--- src/hdl/pidsw_pkg.sv ---
// Package for the speed-weighted PID controller.
// Holds field widths, register indexes and the datapath widths
// shared by the top level and the multiplier.
package pidsw_pkg;

  localparam int unsigned ErrW    = 16;  // track_error, signed Q8.8
  localparam int unsigned SpeedW  = 9;   // speed_weight, unsigned Q1.8
  localparam int unsigned GainW   = 16;  // gains, signed Q8.8
  localparam int unsigned SumW    = 32;  // error_sum
  localparam int unsigned DiffW   = ErrW + 1;
  localparam int unsigned OutW    = 16;  // drive_value, signed Q8.8

  // Shared multiplier operands and the kept product width
  localparam int unsigned MulAW   = 48;
  localparam int unsigned MulBW   = 17;
  localparam int unsigned ProdW   = 58;
  localparam int unsigned AccW    = 58;

  localparam int unsigned InDataW = 32;  // 25 field bits padded to bytes
  localparam int unsigned CfgIdxW = 2;

  localparam logic [SpeedW-1:0] SpeedOne = SpeedW'(256);

  // Configuration register indexes
  localparam logic [CfgIdxW-1:0] RegGainProp  = 2'd0;
  localparam logic [CfgIdxW-1:0] RegGainInteg = 2'd1;
  localparam logic [CfgIdxW-1:0] RegGainDeriv = 2'd2;

endpackage

--- src/hdl/pidsw_mul.sv ---
// Shared signed multiplier with a registered product.
// Depends on pidsw_pkg for operand and product widths.
module pidsw_mul (
  input  logic                              clk,
  input  logic signed [pidsw_pkg::MulAW-1:0] op_a,
  input  logic signed [pidsw_pkg::MulBW-1:0] op_b,
  output logic signed [pidsw_pkg::ProdW-1:0] prod_r
);
  import pidsw_pkg::*;

  logic signed [MulAW+MulBW-1:0] full_prod;

  // Form the full product; every value used here fits the kept width
  assign full_prod = op_a * op_b;

  // Register the product
  always_ff @(posedge clk) begin
    prod_r <= full_prod[ProdW-1:0];
  end

endmodule

--- src/hdl/pid_speed_weighted_controller_unit.sv ---
// Top level of the speed-weighted PID controller.
// Depends on pidsw_pkg and the shared multiplier pidsw_mul.
//
// Usage:
//   Input stream (in_*): one request per control sample, carrying the
//   cross-track error and the speed factor. Output stream (out_*): one
//   controller drive value per request, in order.
//   Configuration port (cfg_*): write the three gains while the block is
//   idle; index 0 is Kp, 1 is Ki, 2 is Kd. Other indexes are ignored.
//   Sequencing: a request is taken in the idle state, then one
//   shared 48x17 multiplier is run five times under a small sequencer
//   (Kp*e, times s, Kd*d, Ki*sum, times 1-s) with the adds folded in,
//   followed by a rounding step that writes the output register. A new
//   request is taken only after the previous one has left the sequencer.
//   in_tready is high only while the sequencer is idle; the next request
//   is taken while a finished result still waits in the output register.
//   If the receiver stalls, the result holds on out_tdata and a following
//   request finishes its work but waits in its last step until the output
//   register frees up.
//   Reset: gains, previous error and integral clear to zero; no result is
//   pending.
module pid_speed_weighted_controller_unit (
  input  logic                                clk,
  input  logic                                rst_n,
  // [15:0] track_error, [24:16] speed_weight, [31:25] zero
  input  logic [pidsw_pkg::InDataW-1:0]       in_tdata,
  input  logic                                in_tvalid,
  output logic                                in_tready,
  // [15:0] drive_value
  output logic [pidsw_pkg::OutW-1:0]          out_tdata,
  output logic                                out_tvalid,
  input  logic                                out_tready,
  input  logic                                cfg_wr_en,
  input  logic [pidsw_pkg::CfgIdxW-1:0]       cfg_index,
  input  logic [pidsw_pkg::GainW-1:0]         cfg_wdata
);
  import pidsw_pkg::*;

  typedef enum logic [2:0] {
    ST_IDLE,
    ST_MUL_PE,
    ST_MUL_PS,
    ST_MUL_D,
    ST_MUL_I,
    ST_MUL_IW,
    ST_ACC,
    ST_OUT
  } state_t;

  state_t state_r;

  logic signed [GainW-1:0]  gain_prop_r, gain_integ_r, gain_deriv_r;
  logic signed [ErrW-1:0]   prev_err_r;
  logic signed [SumW-1:0]   err_sum_r;

  // Per-request working registers
  logic signed [ErrW-1:0]   err_r;
  logic signed [DiffW-1:0]  diff_r;
  logic [SpeedW-1:0]        speed_r;
  logic [SpeedW-1:0]        speed_inv_r;
  logic signed [AccW-1:0]   acc_r;
  logic [OutW-1:0]          out_data_r;
  logic                     out_valid_r;

  logic signed [MulAW-1:0]  op_a;
  logic signed [MulBW-1:0]  op_b;
  logic signed [ProdW-1:0]  prod_r;

  logic signed [ErrW-1:0]   in_err;
  logic [SpeedW-1:0]        in_speed;
  logic [SpeedW-1:0]        speed_sat;
  logic signed [SumW:0]     sum_wide;
  logic signed [SumW-1:0]   sum_sat;
  logic signed [AccW-1:0]   total;
  logic signed [AccW-17:0]  quot;
  logic [OutW-1:0]          drive;
  logic                     in_fire;
  logic                     out_free;

  assign in_err    = in_tdata[ErrW-1:0];
  assign in_speed  = in_tdata[ErrW +: SpeedW];
  assign in_tready = (state_r == ST_IDLE);
  assign in_fire   = in_tvalid && in_tready;
  assign out_free  = !out_valid_r || out_tready;
  assign out_tdata  = out_data_r;
  assign out_tvalid = out_valid_r;

  // Clamp speed to one and saturate the integral
  always_comb begin
    speed_sat = (in_speed > SpeedOne) ? SpeedOne : in_speed;
    sum_wide  = {err_sum_r[SumW-1], err_sum_r} + {{(SumW+1-ErrW){in_err[ErrW-1]}}, in_err};
    if (sum_wide[SumW] != sum_wide[SumW-1]) begin
      sum_sat = sum_wide[SumW] ? {1'b1, {(SumW-1){1'b0}}} : {1'b0, {(SumW-1){1'b1}}};
    end else begin
      sum_sat = sum_wide[SumW-1:0];
    end
  end

  // Select multiplier operands for each step
  always_comb begin
    op_a = '0;
    op_b = '0;
    case (state_r)
      ST_MUL_PE: begin
        op_a = MulAW'(gain_prop_r);
        op_b = MulBW'(err_r);
      end
      ST_MUL_PS: begin
        op_a = prod_r[MulAW-1:0];
        op_b = {{(MulBW-SpeedW){1'b0}}, speed_r};
      end
      ST_MUL_D: begin
        op_a = MulAW'(gain_deriv_r);
        op_b = diff_r;
      end
      ST_MUL_I: begin
        op_a = MulAW'(err_sum_r);
        op_b = MulBW'(gain_integ_r);
      end
      ST_MUL_IW: begin
        op_a = prod_r[MulAW-1:0];
        op_b = {{(MulBW-SpeedW){1'b0}}, speed_inv_r};
      end
      default: begin
        op_a = '0;
        op_b = '0;
      end
    endcase
  end

  pidsw_mul u_mul (
    .clk    (clk),
    .op_a   (op_a),
    .op_b   (op_b),
    .prod_r (prod_r)
  );

  // Negate, round half up to Q8.8 and saturate
  always_comb begin
    total = -acc_r + AccW'(32768);
    quot  = total[AccW-1:16];
    if (quot > (AccW-16)'(32767)) begin
      drive = 16'h7fff;
    end else if (quot < -(AccW-16)'(32768)) begin
      drive = 16'h8000;
    end else begin
      drive = quot[OutW-1:0];
    end
  end

  // Sequencer, state and registered outputs
  always_ff @(posedge clk) begin
    if (!rst_n) begin
      state_r      <= ST_IDLE;
      out_valid_r  <= 1'b0;
      gain_prop_r  <= '0;
      gain_integ_r <= '0;
      gain_deriv_r <= '0;
      prev_err_r   <= '0;
      err_sum_r    <= '0;
    end else begin
      // Take gain writes
      if (cfg_wr_en) begin
        case (cfg_index)
          RegGainProp:  gain_prop_r  <= cfg_wdata;
          RegGainInteg: gain_integ_r <= cfg_wdata;
          RegGainDeriv: gain_deriv_r <= cfg_wdata;
          default: ;
        endcase
      end

      // Drop the result once taken, unless a new one replaces it
      if (out_valid_r && out_tready && state_r != ST_OUT) begin
        out_valid_r <= 1'b0;
      end

      case (state_r)
        ST_IDLE: begin
          if (in_fire) begin
            err_r       <= in_err;
            diff_r      <= DiffW'(in_err) - DiffW'(prev_err_r);
            speed_r     <= speed_sat;
            speed_inv_r <= SpeedOne - speed_sat;
            err_sum_r   <= sum_sat;
            prev_err_r  <= in_err;
            state_r     <= ST_MUL_PE;
          end
        end
        ST_MUL_PE: state_r <= ST_MUL_PS;
        ST_MUL_PS: state_r <= ST_MUL_D;
        ST_MUL_D: begin
          acc_r   <= prod_r;
          state_r <= ST_MUL_I;
        end
        ST_MUL_I: begin
          acc_r   <= acc_r + (prod_r <<< 8);
          state_r <= ST_MUL_IW;
        end
        ST_MUL_IW: state_r <= ST_ACC;
        ST_ACC: begin
          acc_r   <= acc_r + prod_r;
          state_r <= ST_OUT;
        end
        ST_OUT: begin
          // Hold until the output register is free
          if (out_free) begin
            out_data_r  <= drive;
            out_valid_r <= 1'b1;
            state_r     <= ST_IDLE;
          end
        end
        default: state_r <= ST_IDLE;
      endcase
    end
  end

endmodule
--- config.mk ---
export PLATFORM = sky130hd
export DESIGN_NAME = pid_speed_weighted_controller_unit
export DESIGN_NICKNAME = d
export VERILOG_FILES = /design/src/hdl/pidsw_pkg.sv /design/src/hdl/pidsw_mul.sv /design/src/hdl/pid_speed_weighted_controller_unit.sv
export SDC_FILE = /design/constraint.sdc
export NUM_CORES = 2
export LEC_CHECK = 0
export BUFFER_PORTS_ARGS = -buffer_cell sky130_fd_sc_hd__buf_2
export CELL_PAD_IN_SITES_DETAIL_PLACEMENT = 1
export CELL_PAD_IN_SITES_GLOBAL_PLACEMENT = 1
export CORE_MARGIN = 5
export CORE_UTILIZATION = 41
export CTS_CLUSTER_DIAMETER = 60
export DETAILED_ROUTE_END_ITERATION = 10
export PLACE_DENSITY = 0.74
export SKIP_CTS_REPAIR_TIMING = 1
export SLEW_MARGIN = 20
export SYNTH_ARGS = -nofsm -noshare
export SYNTH_HDL_FRONTEND = slang
export SYNTH_SLANG_ARGS = --single-unit
--- constraint.sdc ---
create_clock -name clk -period 18.2 [get_ports clk]
set_input_delay 0.91 -clock clk [delete_from_list [all_inputs] [get_ports clk]]
set_output_delay 0.91 -clock clk [all_outputs]
set_load 0.01 [all_outputs]
== Word-level counts from Yosys, hierarchy flattened ==
Index checks and enable logic that the tools add are counted.

* Register bits after elaboration: 283
* Input bits: 55
* Output and inout port bits: 18
* Word-level logic and storage cells: 68

* $add $sub $neg: 7
* Multipliers: 1
* Order comparisons: 3
* Equal/unequal tests: 13
* Muxes and demuxes: 13
* Reduce and logical (&&, ||, !) cells: 17

{| class="wikitable"
|+ Operators by type and width
! kind !! number
|-
| $pmux W48 S4 || 1
|-
| $pmux W58 S3 || 1
|-
| $add A58 B58 Y58 || 2
|-
| $pmux W17 S5 || 1
|-
| $mux W32 || 2
|-
| $add A58 B17 Y58 const B || 1
|-
| $mul A48 B17 Y58 || 1
|-
| $neg A58 Y58 || 1
|-
| $gt A42 B16 Y1 const B || 1
|-
| $lt A42 B16 Y1 const B || 1
|-
| $add A32 B16 Y33 || 1
|-
| $pmux W3 S8 || 1
|-
| $sub A16 B16 Y17 || 1
|-
| $mux W16 || 1
|-
| $eq A3 B3 Y1 const B || 4
|-
| $reduce_and A2 Y1 || 6
|-
| $gt A9 B9 Y1 const B || 1
|-
| $mux W9 || 1
|-
| $sub A9 B9 Y9 const A || 1
|-
| $eq A3 B2 Y1 const B || 2
|-
| $mux W3 || 2
|-
| $reduce_and A3 Y1 || 2
|-
| $eq A3 B1 Y1 const B || 1
|-
| $logic_and A1 B1 Y1 || 3
|-
| other kinds (13) || 15
|}

== Depth between registers and ports, before layout ==
* Depth after elaboration: 5
* Mapped depth: 35
* Mapped depth without buffers: 31

== By module ==
From an unflattened synthesis, not the netlist that was laid out.

* Cells, all modules: 5,275
* Area, all modules: 45,306.0 µm²

{| class="wikitable"
|+ Modules (own cells, without submodules)
! module !! instances !! cells an instance !! area an instance (µm²) !! seq. area each (µm²)
|-
| pidsw_mul || 1 || 2,956 || 26,297.7 || 1,161.1
|-
| pid_speed_weighted_controller_unit || 1 || 2,319 || 19,008.2 || 5,725.5
|}

== Worst setup path after synthesis ==
OpenSTA, ideal clock, no wires.

* Kind: flip-flop to flip-flop
* Start: reg state_r[1]
* End: reg u_mul.prod_r[56] in the netlist's numbering
* Setup time: 126 ps
* Data arrival time: 8,612 ps
* Data required time: 18,074 ps
* Setup slack: 9,462 ps
* Cell stages (with the launch flop): 33
* Buffers on the path: 6
* Period minus slack after synthesis: 8,738 ps
* Cell sequence: dfxtp_1 > buf_2 > buf_1 > clkbuf_1 > buf_1 > mux2i_1 > o21ai_0 > a221oi_1 > clkbuf_1 > nor2_1 > fa_1 > inv_1 > fa_1 > fa_1 > inv_1 > fa_1 > fa_1 > inv_1 > fa_1 > inv_1 > ha_1 > clkbuf_1 > a2111o_1 > nor3_1 > o211ai_1 > nor3_1 > nor2_1 > a21oi_1 > a211o_1 > o21ai_1 > a221oi_1 > o211ai_1 > xor2_1

* Cells in the longest elaborated chain, start to end: 4
* Elaborated cells on any way between the ends: 9
* Classes of those cells: 1 x mul; 5 x eq/ne; 2 x mux; 1 x reduce/logical

{| class="wikitable"
|+ Ends and longest elaborated chain
! element !! line !! source
|-
| start, declared || pid_speed_weighted_controller_unit.sv:50 || <nowiki>state_t state_r;</nowiki>
|-
| start signal, assigned || pid_speed_weighted_controller_unit.sv:154 || <nowiki>state_r <= ST_IDLE;</nowiki>
|-
| start signal, assigned || pid_speed_weighted_controller_unit.sv:186 || <nowiki>state_r <= ST_MUL_PE;</nowiki>
|-
| start signal, assigned || pid_speed_weighted_controller_unit.sv:189 || <nowiki>ST_MUL_PE: state_r <= ST_MUL_PS;</nowiki>
|-
| $eq A3 B3 Y1 / $eq A3 B2 Y1 (equally long branches) || pid_speed_weighted_controller_unit.sv:103 || <nowiki>case (state_r)</nowiki>
|-
| $reduce_or A2 Y1 (no line) || -- ||
|-
| $pmux W48 S4 || pid_speed_weighted_controller_unit.sv:103 ||
|-
| $mul A48 B17 Y58 (*) || pidsw_mul.sv:14 || <nowiki>assign full_prod = op_a * op_b;</nowiki>
|-
| named net u_mul.full_prod[56] || pidsw_mul.sv:11 || <nowiki>logic signed [MulAW+MulBW-1:0] full_prod;</nowiki>
|-
| end signal, assigned || pidsw_mul.sv:18 || <nowiki>prod_r <= full_prod[ProdW-1:0];</nowiki>
|-
| end, declared || pidsw_mul.sv:7 || <nowiki>output logic signed [pidsw_pkg::ProdW-1:0] prod_r</nowiki>
|}

The timed path passes the listed nets; every way through them passes the cells marked *.
A chain may end at the register's enable or synchronous reset.

== Worst setup path in the final report ==
* Start: reg state_r[2]
* End: reg u_mul.prod_r[52] in the netlist's numbering

Same word-level chain as after synthesis.

==> metrics.md <==
| Metric | Value |
|---|---|
| Pwr dens | `between 70 and 80 nW/um2` |
| CP most frequent cell | `fa_1` |
| Num ports | `73` |
| P&R area growth vs syn | `7.60%` |
| Synth area leaders | `fa_1 32%, edfxtp_1 8.4%, ha_1 8.3%, inv_1 7.3%, dfxtp_1 7.1%` |
| Final #Nets | `just over 6000` |
| Critical setup path kind | `flip-flop to flip-flop` |
| Post-Synthesis Cells | `5171` |
| Synth Area in Compound Gates | `between 10% and 20%` |
| Final core utilization | `~44%` |
| Startpoint Class | `flip-flop` |
| DP Area | `between 40000 and 50000 um2` |
| Most frequent cells in the layout | `861 x inv_1, 701 x fa_1, 645 x nand2_1, 508 x nor2_1, 294 x ha_1` |
| CTS root buffer | `clkbuf_16` |
| DR WL/cell | `21.8 um` |
| Final instance area | `about 48000 um2` |
| Vias | `between 30000 and 40000` |
| Drt drc | `0` |
| Placeable Area | `108000 um2` |
| Outcome | `finished, final reports clean` |
| Leakage | `around 22 nW` |
| Final setup viols | `0` |
| Main synth FF type | `dfxtp_1` |
| Drt first pass iters | `5` |
| Mapped Area | `approximately 45000 um2` |
| Warnings from Yosys | `0` |
| Sequential cell area | `~7000 um2` |
| Fmax | `roughly 100 MHz` |
| Max Cap Violations | `0` |
| PnR Total Power | `approximately 0.0034 W` |
| Adder-cell share of the synthesized area | `between 40% and 50%` |
| FF+latch count, synth | `~280` |
| Cell taking the most area after synthesis | `fa_1` |
| CTS max path bufs | `3` |
| Share of layout cells above drive strength 1 | `5.76%` |
| HPWL Detailed | `115000 um` |
| Commonest non-fill, non-tap cell in the layout | `inv_1` |
| Hold Crit Class | `flip-flop to flip-flop` |
| DR vias/cell | `approximately 5.6` |
| Slowest CP cell | `nor2_2` |
| Gpl congestion | `between 0.8 and 0.9` |
| Antenna Nets Post-Route | `0` |
| Gr ovfl total | `0` |
| CP required | `roughly 19 ns` |
| Tcrit/Tclk final | `a little under three fifths` |
| Clock Pin Slew Worst Setup and Hold Paths | `around 0.060 ns` |
| TritonCTS Sinks | `between 200 and 300` |
| Initial Utilization | `41.1%` |
| Min Tclk post-route | `10.04 ns` |
| Xor and xnor area share after synthesis | `under 10%` |
| Syn nets | `between 6000 and 7000` |
| Crit. End Element | `flip-flop` |
| Drt total wl | `143000 um` |
| CTS tree | `yes` |
| Die W | `roughly 340 um` |
| H-tree levels | `2` |
| Area of the multi-input gates | `between 30000 and 40000 um2` |
| Initial antenna violation count | `8` |
| Number of global-route vias before repair | `around 40000` |
| Worst EP arrival | `about 11 ns` |
| Final hold violation count | `0` |
| Port Buffers | `between 60 and 70` |
| Post-synthesis mux area share | `1.25%` |
| Die area | `between 100000 and 150000 um2` |
| Clk_lat worst skew | `roughly 0.6 ns` |
| Inserted Clock Buffers | `45` |
| CP max stage delay | `roughly 0.84 ns` |
| Crit-path max FO | `67` |
| Layout Skew | `between 0.02 and 0.03 ns` |
| VDD IR-drop max | `0.0606 mV` |
| Filler cells | `12800` |
| Main combinational cell family by area after synthesis | `adder cells` |
| Number of enable flip-flop cells after synthesis | `124` |
| Die H | `between 300 and 400 um` |
| Synth top area share | `around a third` |
| Count of final max-slew check failures | `0` |
| RSZ-0062 raised after global routing | `no` |
| Slew margin rel. | `24.9%` |
| Setup tns final | `0 ns` |
| Netlist cell types | `a little over 90` |
| Async S/R FF share, synth | `0%` |
| Largest net degree at the start of global routing | `just over 80` |
| DR iter-0 viols | `~2400` |
| Simple-gate portion of the synthesized area | `around 14%` |
| First-pass GRT wire length | `roughly 230000 um` |
| Gr usage total | `between 20 and 25%` |
| Worst slew pin tran | `1.13 ns` |
| Post-synthesis sequential area ratio | `between 10% and 20%` |
| Syn avg cell area | `between 8 and 9 um2` |
| Rows | `approximately 120` |
-- cell type report --
type | count | area share, %
Timing Repair Buffer | 127 | 1.69
Inverter | 862 | 6.75
Tap cell | 1414 | 3.69
Sequential cell | 282 | 14.4
Multi-Input combinational cell | 3800 | 70.5
Antenna cell | 1 | 0.00522
Clock buffer | 55 | 2.56
Clock inverter | 28 | 0.478
-- cells in the mapped netlist, types with 24 or more instances --
cell type and count:
clkbuf_1 191, mux2i_1 41, xnor2_1 140, o21bai_1 27, nand2_1 646, xor2_1 86, nor2b_1 37, nor3_1 43
o211ai_1 24, fa_1 701, maj3_1 31, a21o_1 117, and2_1 24, ha_1 294, nand3_1 54, edfxtp_1 124
a221oi_1 28, o21ai_0 209, a21boi_0 73, inv_1 861, nand4_1 33, nor2_1 511, nand2b_1 43, a21oi_1 269
a211oi_1 26, dfxtp_1 158
-- per-stage QoR --
step | instances | worst slack [ns] | hold slack (ns)
finish | 6569 | 8.16 | 0.464
detailed placement | 6483 | 8.25 | 0.458
global placement | 6483 | 8.41 | 0.447
CTS | 6566 | 8.20 | 0.467
floorplan | 5171 | 9.46 | 0.440
global route | 6568 | 7.66 | 0.490
-- path summary, 6_finish.rpt --
path,start,end,slack [ns],depth (start not counted)
setup / recovery,state_r[2],u_mul.prod_r[52],8.16,29
hold / removal,prev_err_r[11],prev_err_r[11],0.46,2
setup reg to reg,state_r[2],u_mul.prod_r[52],8.16,29
hold reg to reg,prev_err_r[11],prev_err_r[11],0.46,2
-- metal layers --
metal  GRT usage (%)  part of all wire [%]
met3            3.58                   6.2
met5               0                 0.012
met2            41.7                    47
met1            34.0                    44
met4            6.30                   2.6
-- cell families after synthesis --
logic type,after synthesis
simple gates,1477
buf+inv,1089
fa+ha+maj,1026
compound gates,1017
flops,282
xor+xnor,226
mux,54
-- power by group --
| group | internal (W) | total, W | switching (W) |
|---|---|---|---|
| clock network | 0.000500 | 0.000845 | 0.000345 |
| logic | 0.000618 | 0.00163 | 0.00101 |
| registers | 0.000747 | 0.000901 | 0.000154 |
-- registers in the layout (all words and copies together) (netlist names) --
| name | count |
|---|---|
| acc_r | 58 |
| u_mul.prod_r | 58 |
| err_sum_r | 32 |
| diff_r | 17 |
| err_r | 16 |
| gain_deriv_r | 16 |
| gain_integ_r | 16 |
| gain_prop_r | 16 |
| out_tdata | 16 |
| prev_err_r | 16 |
| speed_r | 9 |
| speed_inv_r | 8 |
| state_r | 3 |
| out_tvalid | 1 |
-- worst max-delay path, delay by kind of cell, from the launching register on --
kind | cells | cell delay, ns
adders and majority gates | 7 | 3.50
AOI/OAI and AO/OA | 11 | 3.08
and+or+nand+nor | 4 | 1.38
buffers and inverters | 6 | 1.37
DFF | 1 | 0.31
xor gates and xnor gates | 1 | 0.16
Note: power is estimated with default switching activity, not from simulation.
